**config.mk**
```make
export PLATFORM = sky130hd
export DESIGN_NAME = compact_integer_codec
export DESIGN_NICKNAME = d
export VERILOG_FILES = /design/src/hw/rtl/cic_pkg.sv /design/src/hw/rtl/cic_classify.sv /design/src/hw/rtl/cic_finish.sv /design/src/hw/rtl/compact_integer_codec.sv
export SDC_FILE = /design/constraint.sdc
export NUM_CORES = 1
export LEC_CHECK = 0
export ABC_AREA = 1
export ABC_CLOCK_PERIOD_IN_PS = 6850
export BUFFER_PORTS_ARGS = -buffer_cell sky130_fd_sc_hd__clkbuf_2
export CORE_MARGIN = 4
export CORE_UTILIZATION = 53
export DETAILED_ROUTE_END_ITERATION = 10
export PLACE_DENSITY = 0.84
export SLEW_MARGIN = 0
export SYNTH_ARGS = -nofsm -noshare
export SYNTH_HDL_FRONTEND = slang
export SYNTH_SLANG_ARGS = --single-unit
```
**constraint.sdc**
```tcl
create_clock -name clk -period 6.85 [get_ports clk]
set_input_delay 0.3425 -clock clk [delete_from_list [all_inputs] [get_ports clk]]
set_output_delay 0.3425 -clock clk [all_outputs]
set_load 0.02 [all_outputs]
```
**src/hw/rtl/cic_pkg.sv**
```systemverilog
// ----------------------------------------------------------------------------
// cic_pkg
// types, codes and helpers shared by the compact integer codec pipeline
// ----------------------------------------------------------------------------
package cic_pkg;

    // command codes
    localparam logic CMD_ENCODE = 1'b0;
    localparam logic CMD_DECODE = 1'b1;

    // integer size codes
    localparam logic [1:0] WC_2B  = 2'd0;
    localparam logic [1:0] WC_4B  = 2'd1;
    localparam logic [1:0] WC_8B  = 2'd2;
    localparam logic [1:0] WC_BAD = 2'd3;

    typedef enum logic [2:0] {
        ST_OK        = 3'd0,
        ST_BAD_WIDTH = 3'd1,
        ST_TRUNC     = 3'd2,
        ST_OVERFLOW  = 3'd3,
        ST_NONCANON  = 3'd4,
        ST_SIGN      = 3'd5
    } status_t;

    typedef struct packed {
        logic        cmd;
        logic [1:0]  width_code;
        logic        signed_int;
        logic [63:0] data_in;
        logic [7:0]  prefix_in;
        logic [3:0]  bytes_available;
    } req_t;

    typedef struct packed {
        logic [7:0]  prefix_out;
        logic [63:0] data_out;
        logic [3:0]  length_out;
        status_t     status;
    } rsp_t;

    // first stage: width decode, fill flags, prefix fields
    typedef struct packed {
        logic        cmd;
        logic        bad;
        logic        sgn;
        logic [2:0]  bcb;
        logic [3:0]  nb;
        logic        zof;
        logic [63:0] data;
        logic [7:0]  nonfill;
        logic [3:0]  full;
        logic        trunc;
        logic        ovf;
        logic [7:0]  msb;
    } s1_t;

    // second stage: byte count, top payload byte, decoded value
    typedef struct packed {
        logic        cmd;
        logic        bad;
        logic        sgn;
        logic [2:0]  bcb;
        logic [3:0]  nb;
        logic        zof;
        logic [63:0] data;
        logic [3:0]  cnt;
        logic [7:0]  hb;
        logic        trunc;
        logic        ovf;
        logic [7:0]  msb;
    } s2_t;

    // ones in the low n bytes
    function automatic logic [63:0] bytes_mask(input logic [3:0] n);
        logic [63:0] m;
        for (int i = 0; i < 8; i++)
        begin
            m[8*i +: 8] = (4'(i) < n) ? 8'hFF : 8'h00;
        end
        return m;
    endfunction

endpackage

```
**src/hw/rtl/cic_classify.sv**
```systemverilog
// ----------------------------------------------------------------------------
// cic_classify
// first stage logic: size decode, sign fill, per-byte fill flags, prefix split
// ----------------------------------------------------------------------------
module cic_classify
    import cic_pkg::*;
#(
    parameter int unsigned MAX_BYTES = 8
)
(
    input  req_t req,
    output s1_t  s1
);

    logic [3:0]  nb;
    logic [2:0]  bcb;
    logic [63:0] v;
    logic        top;
    logic        ezof;
    logic        dsign;
    logic [3:0]  full;
    logic [7:0]  msb;

    always_comb
    begin
        nb  = 4'd2 << req.width_code;
        bcb = {1'b0, req.width_code} + 3'd2;
        v   = req.data_in & bytes_mask(nb);

        case (req.width_code)
            WC_2B:   top = v[15];
            WC_4B:   top = v[31];
            WC_8B:   top = v[63];
            default: top = 1'b0;
        endcase
        ezof = req.signed_int & top;

        // payload count sits in the low bcb bits of the prefix
        case (req.width_code)
            WC_2B:   full = {2'b00, req.prefix_in[1:0]};
            WC_4B:   full = {1'b0, req.prefix_in[2:0]};
            default: full = req.prefix_in[3:0];
        endcase

        dsign = req.signed_int & req.prefix_in[7];
        msb   = (req.prefix_in >> bcb) | (dsign ? (8'hFF << (4'd8 - {1'b0, bcb})) : 8'h00);

        s1.cmd = req.cmd;
        s1.bad = (req.width_code == WC_BAD) || (32'(nb) > MAX_BYTES);
        s1.sgn = req.signed_int;
        s1.bcb = bcb;
        s1.nb  = nb;
        s1.zof = (req.cmd == CMD_DECODE) ? dsign : ezof;
        s1.data = (req.cmd == CMD_DECODE) ? req.data_in : v;
        for (int i = 0; i < 8; i++)
        begin
            s1.nonfill[i] = (4'(i) < nb) && (v[8*i +: 8] != {8{ezof}});
        end
        s1.full  = full;
        s1.trunc = (full >= req.bytes_available) || (full > nb);
        s1.ovf   = (msb != {8{dsign}}) && (full >= nb);
        s1.msb   = msb;
    end

endmodule

```
**src/hw/rtl/cic_finish.sv**
```systemverilog
// ----------------------------------------------------------------------------
// cic_finish
// last stage logic: prefix fit test, encoder packing, decoder error checks
// ----------------------------------------------------------------------------
module cic_finish
    import cic_pkg::*;
(
    input  s2_t  s2,
    output rsp_t rsp
);

    logic [7:0] zb;
    logic [3:0] k;
    logic       fits;
    logic [3:0] ef;
    logic [7:0] emsb;

    always_comb
    begin
        zb   = {8{s2.zof}};
        // top byte fits above the count field (plus a sign bit when signed)
        k    = 4'd8 - {1'b0, s2.bcb} - {3'b000, s2.sgn};
        fits = (((s2.hb ^ zb) >> k) == 8'h00);

        ef   = (s2.cnt != 4'd0 && fits) ? s2.cnt - 4'd1 : s2.cnt;
        emsb = (s2.cnt != 4'd0 && fits) ? s2.hb : zb;

        rsp.prefix_out = 8'h00;
        rsp.data_out   = 64'h0;
        rsp.length_out = 4'd0;
        rsp.status     = ST_OK;

        if (s2.bad)
        begin
            rsp.status = ST_BAD_WIDTH;
        end
        else if (s2.cmd == CMD_ENCODE)
        begin
            rsp.prefix_out = {4'b0000, ef} | 8'(emsb << s2.bcb);
            rsp.data_out   = s2.data & bytes_mask(ef);
            rsp.length_out = ef + 4'd1;
        end
        else if (s2.trunc)
        begin
            rsp.status = ST_TRUNC;
        end
        else if (s2.ovf)
        begin
            rsp.status = ST_OVERFLOW;
        end
        else if (s2.msb == zb && s2.cnt != 4'd0 && fits)
        begin
            rsp.status = ST_NONCANON;
        end
        else if (s2.msb == zb && s2.cnt != 4'd0 && s2.sgn && s2.cnt == s2.nb &&
                 ((s2.msb ^ s2.hb) & 8'h80) != 8'h00)
        begin
            rsp.status = ST_SIGN;
        end
        else
        begin
            rsp.data_out   = s2.data;
            rsp.length_out = s2.cnt + 4'd1;
        end
    end

endmodule

```
**src/hw/rtl/compact_integer_codec.sv**
```systemverilog
// pipeline: three register stages, s1_reg, s2_reg and rsp_reg, ahead of rsp_valid
// throughput: one transaction per cycle unless stalled (fully pipelined datapath)
// stalls hold full stages in place; a bubble in the pipe is filled while rsp is stalled
// reset: rst_n asynchronous, active low, clears the stage valid bits only
// ----------------------------------------------------------------------------
// compact_integer_codec
// prefix varint encoder / decoder for 2, 4 and 8 byte integers
// ----------------------------------------------------------------------------
module compact_integer_codec
    import cic_pkg::*;
#(
    parameter int unsigned MAX_BYTES = 8
)
(
    input  logic clk,
    input  logic rst_n,
    input  logic req_valid,
    output logic req_stall,
    input  req_t req,
    output logic rsp_valid,
    input  logic rsp_stall,
    output rsp_t rsp
);

    // stage registers, valid bits travel alongside
    s1_t  s1_reg;
    s1_t  s1_next;
    s2_t  s2_reg;
    s2_t  s2_next;
    rsp_t rsp_reg;
    rsp_t rsp_next;
    logic v1_reg;
    logic v2_reg;
    logic v3_reg;

    // stage enables: a stage loads when it is empty or its content moves on
    logic en1;
    logic en2;
    logic en3;

    // stage B helpers
    logic [3:0]  ecnt;
    logic [3:0]  cnt;
    logic [2:0]  idx;
    logic [63:0] fill;
    logic [63:0] dval;

    assign en3       = !v3_reg || !rsp_stall;
    assign en2       = !v2_reg || en3;
    assign en1       = !v1_reg || en2;
    assign req_stall = !en1;
    assign rsp_valid = v3_reg;
    assign rsp       = rsp_reg;

    // stage A: width decode and byte classification
    cic_classify #(
        .MAX_BYTES (MAX_BYTES)
    ) u_classify (
        .req (req),
        .s1  (s1_next)
    );

    // stage B: leading fill byte scan, top payload byte pick, decoded value assembly
    always_comb
    begin
        // encoder keeps everything up to the highest byte that is not sign fill
        ecnt = 4'd0;
        for (int i = 0; i < 8; i++)
        begin
            if (s1_reg.nonfill[i])
            begin
                ecnt = 4'(i + 1);
            end
        end
        cnt = (s1_reg.cmd == CMD_DECODE) ? s1_reg.full : ecnt;
        idx = 3'(cnt - 4'd1);

        // decoder: payload bytes, prefix top bits above them, sign fill up to the width
        fill = s1_reg.zof ? (bytes_mask(s1_reg.nb) & ~bytes_mask(s1_reg.full)) : 64'h0;
        dval = (s1_reg.data & bytes_mask(s1_reg.full))
             | (fill & ~(64'hFF << {s1_reg.full, 3'b000}));
        if (s1_reg.full < s1_reg.nb)
        begin
            dval = dval | ({56'h0, s1_reg.msb} << {s1_reg.full, 3'b000});
        end

        s2_next.cmd   = s1_reg.cmd;
        s2_next.bad   = s1_reg.bad;
        s2_next.sgn   = s1_reg.sgn;
        s2_next.bcb   = s1_reg.bcb;
        s2_next.nb    = s1_reg.nb;
        s2_next.zof   = s1_reg.zof;
        s2_next.data  = (s1_reg.cmd == CMD_DECODE) ? dval : s1_reg.data;
        s2_next.cnt   = cnt;
        s2_next.hb    = s1_reg.data[{idx, 3'b000} +: 8];
        s2_next.trunc = s1_reg.trunc;
        s2_next.ovf   = s1_reg.ovf;
        s2_next.msb   = s1_reg.msb;
    end

    // stage C: prefix packing and error resolution
    cic_finish u_finish (
        .s2  (s2_reg),
        .rsp (rsp_next)
    );

    // valid bits
    always_ff @(posedge clk or negedge rst_n)
    begin
        if (!rst_n)
        begin
            v1_reg <= 1'b0;
            v2_reg <= 1'b0;
            v3_reg <= 1'b0;
        end
        else
        begin
            if (en1)
            begin
                v1_reg <= req_valid;
            end
            if (en2)
            begin
                v2_reg <= v1_reg;
            end
            if (en3)
            begin
                v3_reg <= v2_reg;
            end
        end
    end

    // payload registers, no reset needed
    always_ff @(posedge clk)
    begin
        if (en1)
        begin
            s1_reg <= s1_next;
        end
        if (en2)
        begin
            s2_reg <= s2_next;
        end
        if (en3)
        begin
            rsp_reg <= rsp_next;
        end
    end

`ifndef SYNTHESIS
    // any error result carries nothing but its status
    a_err_zero: assert property (@(posedge clk) disable iff (!rst_n)
        rsp_valid && rsp.status != ST_OK |->
            rsp.prefix_out == 8'h00 && rsp.data_out == 64'h0 && rsp.length_out == 4'd0)
        else $error("error transaction with nonzero payload");

    // a good transaction always reports a length of one to nine bytes
    a_len_range: assert property (@(posedge clk) disable iff (!rst_n)
        rsp_valid && rsp.status == ST_OK |-> rsp.length_out != 4'd0 && rsp.length_out <= 4'd9)
        else $error("length out of range");

    // the input only stalls when every stage is full and the output is held
    a_stall_full: assert property (@(posedge clk) disable iff (!rst_n)
        req_stall |-> v1_reg && v2_reg && v3_reg && rsp_stall)
        else $error("input stalled with room in the pipe");

    // a held middle stage keeps its transaction
    a_s2_hold: assert property (@(posedge clk) disable iff (!rst_n)
        v2_reg && !en2 |=> v2_reg && $stable(s2_reg))
        else $error("stage two lost a held transaction");
`endif

endmodule

```
==> metrics, run 1 <==
Post-DRT Antenna Nets 0; worst skew pair latency 0.54 ns; P per Cell Area 320 nW/um^2; outcome finished, final reports clean; Final Cycle Share 52.4%; LEAKAGE 7.01 nW; Tightest Pin Transition 1.17 ns; Worst Hold Class input pin to register; die height 167 um; syn_area_per_cell 9.95 um^2; CTS max path bufs 3; Initial DRT Pass Iterations 6; Pins Over Slew Limit 0; met1 WL 14.2 mm; Required @ worst endpoint 7.26 ns; Setup CP Type register to register; Synth cell types 55; Max-slew headroom 21.7%; Sink Count 274; drt wl/cell 18.2 um; total global routing overflow 0; CP arrival 4.00 ns; initial cell density of the core 54.5%; setup TNS 0 ns; gr usage total 23.5%; final hold violations 0; routed wl met2 15.0 mm; Die Area 27900 um^2; Max Fclk 279 MHz; Design Power 4.95 mW; Post-synth EDFFs 271; P&R area growth vs syn 15.2%; Max rail drop VDD 0.197 mV; ys flop type edfxtp_1; H-tree Lvls 1; crit end category register; main area contributors after synthesis edfxtp_1 61%, inv_1 7.2%, nand2_1 5.8%; syn_nets 1456; top sig layer met4; layout cells sized above 1 16.6%; WHS Path Cells 1; met3 routed WL 3.43 mm; skew final 0.0168 ns; largest net degree at the start of global routing 92; RSZ-0062 raised after global routing no; Root Buffer clkbuf_16; first-pass GRT wire length 51.8 mm; Synth area leader edfxtp_1; worst r2r path cells 22; Max-cap violations 0; gpl congestion 0.980; CTS buffer count 26; I/O pins 165; CTS clk-pin slew, worst paths 0.06 ns; row count 57; sequential fraction of the synthesis area 61.2%; Total Nets Final 1619; Final Setup Violations 0; Core ar. 24600 um^2; Ys Warns 0; Ant. Diodes 0; antenna violations before repair 0; Max FO, Critical Path 16; fraction of registers with async set/reset 1.09%; Port Buf Inserts 164; vias 10200; post-synth top area share 60.7%; # DRC 0; crit start category register; Seq cells post-synth 274; Die W 167 um; cell count after synthesis 1348; Tmin final 3.59 ns; Synth top cells by count 271 x edfxtp_1, 259 x inv_1, 207 x nand2_1; total length of routed wires 33.7 mm; Mapped Area 13400 um^2; most frequent cell after synthesis edfxtp_1; TritonCTS clock tree built; vias in the first global route 9402; DP Wirelength 25.7 mm; DR iter-0 viols 1251; DR vias/cell 5.51
==> stage by stage <==
step	hold WS (ns)	instance area [um^2]	worst slack (ns)	cells	util [%]
floorplan	0.0469	13400	0.402	1348	-
global placement	0.141	14500	3.37	1804	59.0
detailed placement	0.143	14500	3.25	1804	59.0
CTS	0.0211	15500	3.22	1855	62.8
global route	0.0349	15500	2.84	1855	62.8
finish	0.0446	15500	3.26	1855	62.8
==> path summary, 6_finish.rpt <==
check	from	slack, ns	end
worst max-delay path	s2_reg[91]	3.26	rsp[43]
worst min-delay path	req[76]	0.04	s1_reg[94]
worst max register to register	s2_reg[91]	3.26	rsp[43]
worst min register to register	s1_reg[92]	0.43	s2_reg[92]
max in group asynchronous	rst_n	6.60	rsp_valid
min in group asynchronous	rst_n	0.14	v1_reg
==> kinds of logic (layout without fill, tap and decap cells) <==
family                   after synthesis  count (layout)  synth area share, %
buffers and inverters                306             489                 8.93
multiplexers                           2               2                0.149
AND/OR/NAND/NOR                      504             504                 16.9
adder cells (fa/ha/maj)               24              24                 2.24
AO/OA/AOI/OAI                        230             230                 10.1
flip-flops                           274             274                 61.2
XOR/XNOR                               8               8                0.522
==> repair_timing <==
| action | CTS | global route |
|---|---|---|
| hold endpoints to repair | 5 | 0 |
| hold buffers | 3 | 0 |
| gates resized for setup | 0 | 0 |
| setup buffers | 0 | 0 |
==> report_power, final <==
part           internal [mW]  switching [mW]  leakage, nW  total (mW)
clock network          0.902           0.601        0.430        1.50
registers               2.18           0.161         2.88        2.34
logic                  0.334           0.770         3.70        1.10
==> layout make-up <==
type                       count  area [um^2]
inverter                     269         1020
fill                        1949         9150
timing repair buffer         172          888
multi-input combinational    768         4020
clock inverter                15          219
tap                          324          405
sequential                   274         8210
clock buffer                  33          687
==> cells in the final DEF, fill, tap and decap left out, types with 17 or more instances in the layout <==
| cell | count |
|---|---|
| inv_1 | 257 |
| nand4_1 | 21 |
| o21ai_0 | 84 |
| a21oi_1 | 61 |
| edfxtp_1 | 271 |
| nand2_1 | 206 |
| nand3_1 | 72 |
| ha_1 | 24 |
| o22ai_1 | 17 |
| nor2_1 | 139 |
| nor2_2 | 17 |
| clkbuf_16 | 26 |
| clkbuf_2 | 164 |
==> metal layers <==
metal / GRT usage [%] / up-vias
met5: 0 / -
met3: 3.63 / 71
met4: 7.19 / 0
met2: 36.6 / 572
li1: - / 4879
met1: 34.4 / 4702
==> critical path: stages (launching register included) <==
cell and delay, ns:
edfxtp_1 0.55, clkinv_1 0.32, ha_1 0.38, inv_1 0.14, nand2_1 0.08, nand2_1 0.06
nand2_1 0.05, nand2_1 0.05, nand2_1 0.04, nand2_1 0.05, nand2_1 0.05, nand2_2 0.07
nand2_4 0.13, nand2_4 0.12, nand2_1 0.06, nand2_1 0.16, inv_1 0.10, ha_1 0.20
nor2_1 0.32, nand2_1 0.19, nand2_2 0.19, nand2_1 0.08, inv_1 0.06
Note: power is estimated with default switching activity, not from simulation.
==> run 2, diff against run 1 <==
ABC_CLOCK_PERIOD_IN_PS = 3500   (was 6850)
CORE_UTILIZATION = 59   (was 53)
PLACE_DENSITY = 0.88   (was 0.84)
clock period = 3.5 ns   (was 6.85 ns; I/O delays follow)
==> run 2 against run 1 <==
Effect of this change: fmax grew 14%; via count grew 2.0%; cell count grew 0.75%; core utilization grew 9.3 points; setup slack lost 2.9 ns; sequential share of layout area shrank 1.6 points; register-to-register slack lost 2.9 ns; clock power grew 90%; final area grew 3.2%; non-clock buffer count grew 56; global-route usage grew 2.9 points; clock skew grew 0.0020 ns; critical path type unchanged; critical endpoint is now rsp[45].
==> metrics, run 2 (synthesis results as in run 1) <==
Core ar. 22100 um^2 (-10%); H-tree Lvls 1 (unchanged); outcome finished, final reports clean; P_int 6.69 mW (+95%); crit start category register; row count 54 (-5.3%); Max rail drop VDD 0.288 mV (+46%); vias in the first global route 9822 (+4.5%); initial cell density of the core 60.7% (+6.2 points); I/O pins 165 (unchanged); skew final 0.0188 ns (+0.00196 ns); antenna violations before repair 2 (+2); Pins Over Slew Limit 0 (unchanged); CP arrival 3.56 ns (-0.44 ns); Tightest Pin Transition 1.14 ns (-0.0262 ns); P&R area growth vs syn 18.8%; final core utilization 72.1% (+9.3 points); largest net degree at the start of global routing 97 (+5.4%); Post-DRT Antenna Nets 0 (unchanged); Final Setup Violations 0 (unchanged); Setup CP Type register to register; net switching power 2.99 mW (+95%); CTS buffer count 26 (unchanged); DP Wirelength 24.6 mm (-4.3%); CTS max path bufs 3 (unchanged); # DRC 0 (unchanged); clock power share 29.5% (-0.8 points); Port Buf Inserts 164 (unchanged); Tmin final 3.16 ns (-0.430 ns); worst hold slack 0.00914 ns (-0.0354 ns); die height 159 um (-5.0%); drt wl/cell 18.1 um (-0.40%); total length of routed wires 33.9 mm (+0.36%); LEAKAGE 7.25 nW (+3.4%); crit end category register; layout cells sized above 1 16.8% (+0.23 points); vias 10400 (+2.0%); PostCTS Resize Cnt 0 (unchanged); Max FO, Critical Path 16 (unchanged); Max Fclk 316 MHz (+14%); first-pass GRT wire length 53.3 mm (+2.9%); Filler cells 1523 (-22%); worst skew pair latency 0.54 ns (about the same); total global routing overflow 0 (unchanged); TritonCTS clock tree built; DR vias/cell 5.58 (+1.2%); final hold violations 0 (unchanged); setup TNS 0 ns (unchanged); P per Cell Area 607 nW/um^2 (+89%); Sw Share 30.9% (-0.071 points); Required @ worst endpoint 3.90 ns (-3.36 ns); gpl congestion 0.962 (-1.9%); Initial DRT Pass Iterations 5 (-1); DP Area 14500 um^2 (+0.22%); DR iter-0 viols 1370 (+9.5%); RSZ-0062 raised after global routing no; Max-cap violations 0 (unchanged); Design Power 9.67 mW (+95%); Die W 159 um (-5.0%); gr usage total 26.4% (+2.9 points); Sink Count 274 (unchanged); setup bufs post-CTS 0 (unchanged); Total Nets Final 1675 (+3.5%); Worst Hold Class input pin to register; Max-slew headroom 23.7% (+2.0 points); CTS clk-pin slew, worst paths 0.07 ns (about the same); Root Buffer clkbuf_16; Die Area 25200 um^2 (-9.7%); commonest cells after routing, fill and taps aside 271 x edfxtp_1, 257 x inv_1, 206 x nand2_1, 164 x clkbuf_2, 138 x nor2_1; part of the power in registers 47.1% (-0.2 points); commonest non-fill, non-tap cell in the layout edfxtp_1; cell area after layout 15900 um^2 (+3.2%); Logic pwr share 23.5% (+1.2 points); Final Cycle Share 90.3% (+38 points)
## run 2: per-layer routing
layer  track usage, %  up-vias  wire length (um)
met5                0        -                 0
met4             7.73        0               895
met3             4.51       65              3560
met2             41.6      586             15200
met1             38.3     4790             14200
li1                 -     4987                 -
## run 2: cell type report
class                           count  area, um^2  share of cell area, %
Sequential cell                   274        8210                   51.5
Multi-Input combinational cell    768        4040                   25.3
Timing Repair Buffer              228        1430                   8.95
Inverter                          269        1020                   6.40
Clock buffer                       31         689                   4.32
Tap cell                          280         350                   2.20
Clock inverter                     17         196                   1.23
Antenna cell                        2        5.00                 0.0314
## run 2: path summary, 6_finish.rpt
kind	startpoint	to	slack (ns)	depth (start not counted)
min in group asynchronous	rst_n	rsp_valid	0.53	3
max reg2reg	s2_reg[91]	rsp[45]	0.34	22
min	req[42]	s1_reg[52]	0.009	3
max	s2_reg[91]	rsp[45]	0.34	22
min reg2reg	s1_reg[8]	s2_reg[8]	0.42	0
max in group asynchronous	rst_n	rsp_valid	2.80	3
## run 2: what timing repair did
| item | CTS | global route |
|---|---|---|
| hold buffers | 50 | 0 |
| endpoints found under the hold margin | 52 | 0 |
| endpoints found under the setup margin | 0 | 0 |
## run 2: power by group through the flow
stage | Sequential [mW] | Clock (mW) | Combinational [mW]
2_1_floorplan | 4.70 | 0 | 1.36
3_3_place_gp | 4.58 | 0 | 2.14
3_5_place_dp | 4.61 | 0 | 2.19
4_1_cts | 4.54 | 2.88 | 2.25
5_1_grt | 4.59 | 3.05 | 2.51
6_report | 4.55 | 2.85 | 2.27
## run 2: stage by stage
stage	setup slack (ns)	instances
2_1_floorplan	-1.55	1348
3_3_place_gp	0.518	1769
3_5_place_dp	0.385	1769
4_1_cts	0.361	1867
5_1_grt	0.00324	1869
6_report	0.340	1869
## run 2: worst max-delay path, stage by stage (launching register included)
cell and delay [ns]:
edfxtp_1 0.35, clkinv_1 0.08, ha_1 0.31, inv_1 0.17
nand2_1 0.07, nand2_1 0.06, nand2_1 0.05, nand2_1 0.05
nand2_1 0.05, nand2_1 0.05, nand2_1 0.06, nand2_2 0.07
nand2_4 0.12, nand2_4 0.12, nand2_1 0.06, nand2_1 0.18
inv_1 0.10, ha_1 0.20, nor2_1 0.34, nand2_1 0.19
nand2_2 0.18, nand2_1 0.09, inv_1 0.06
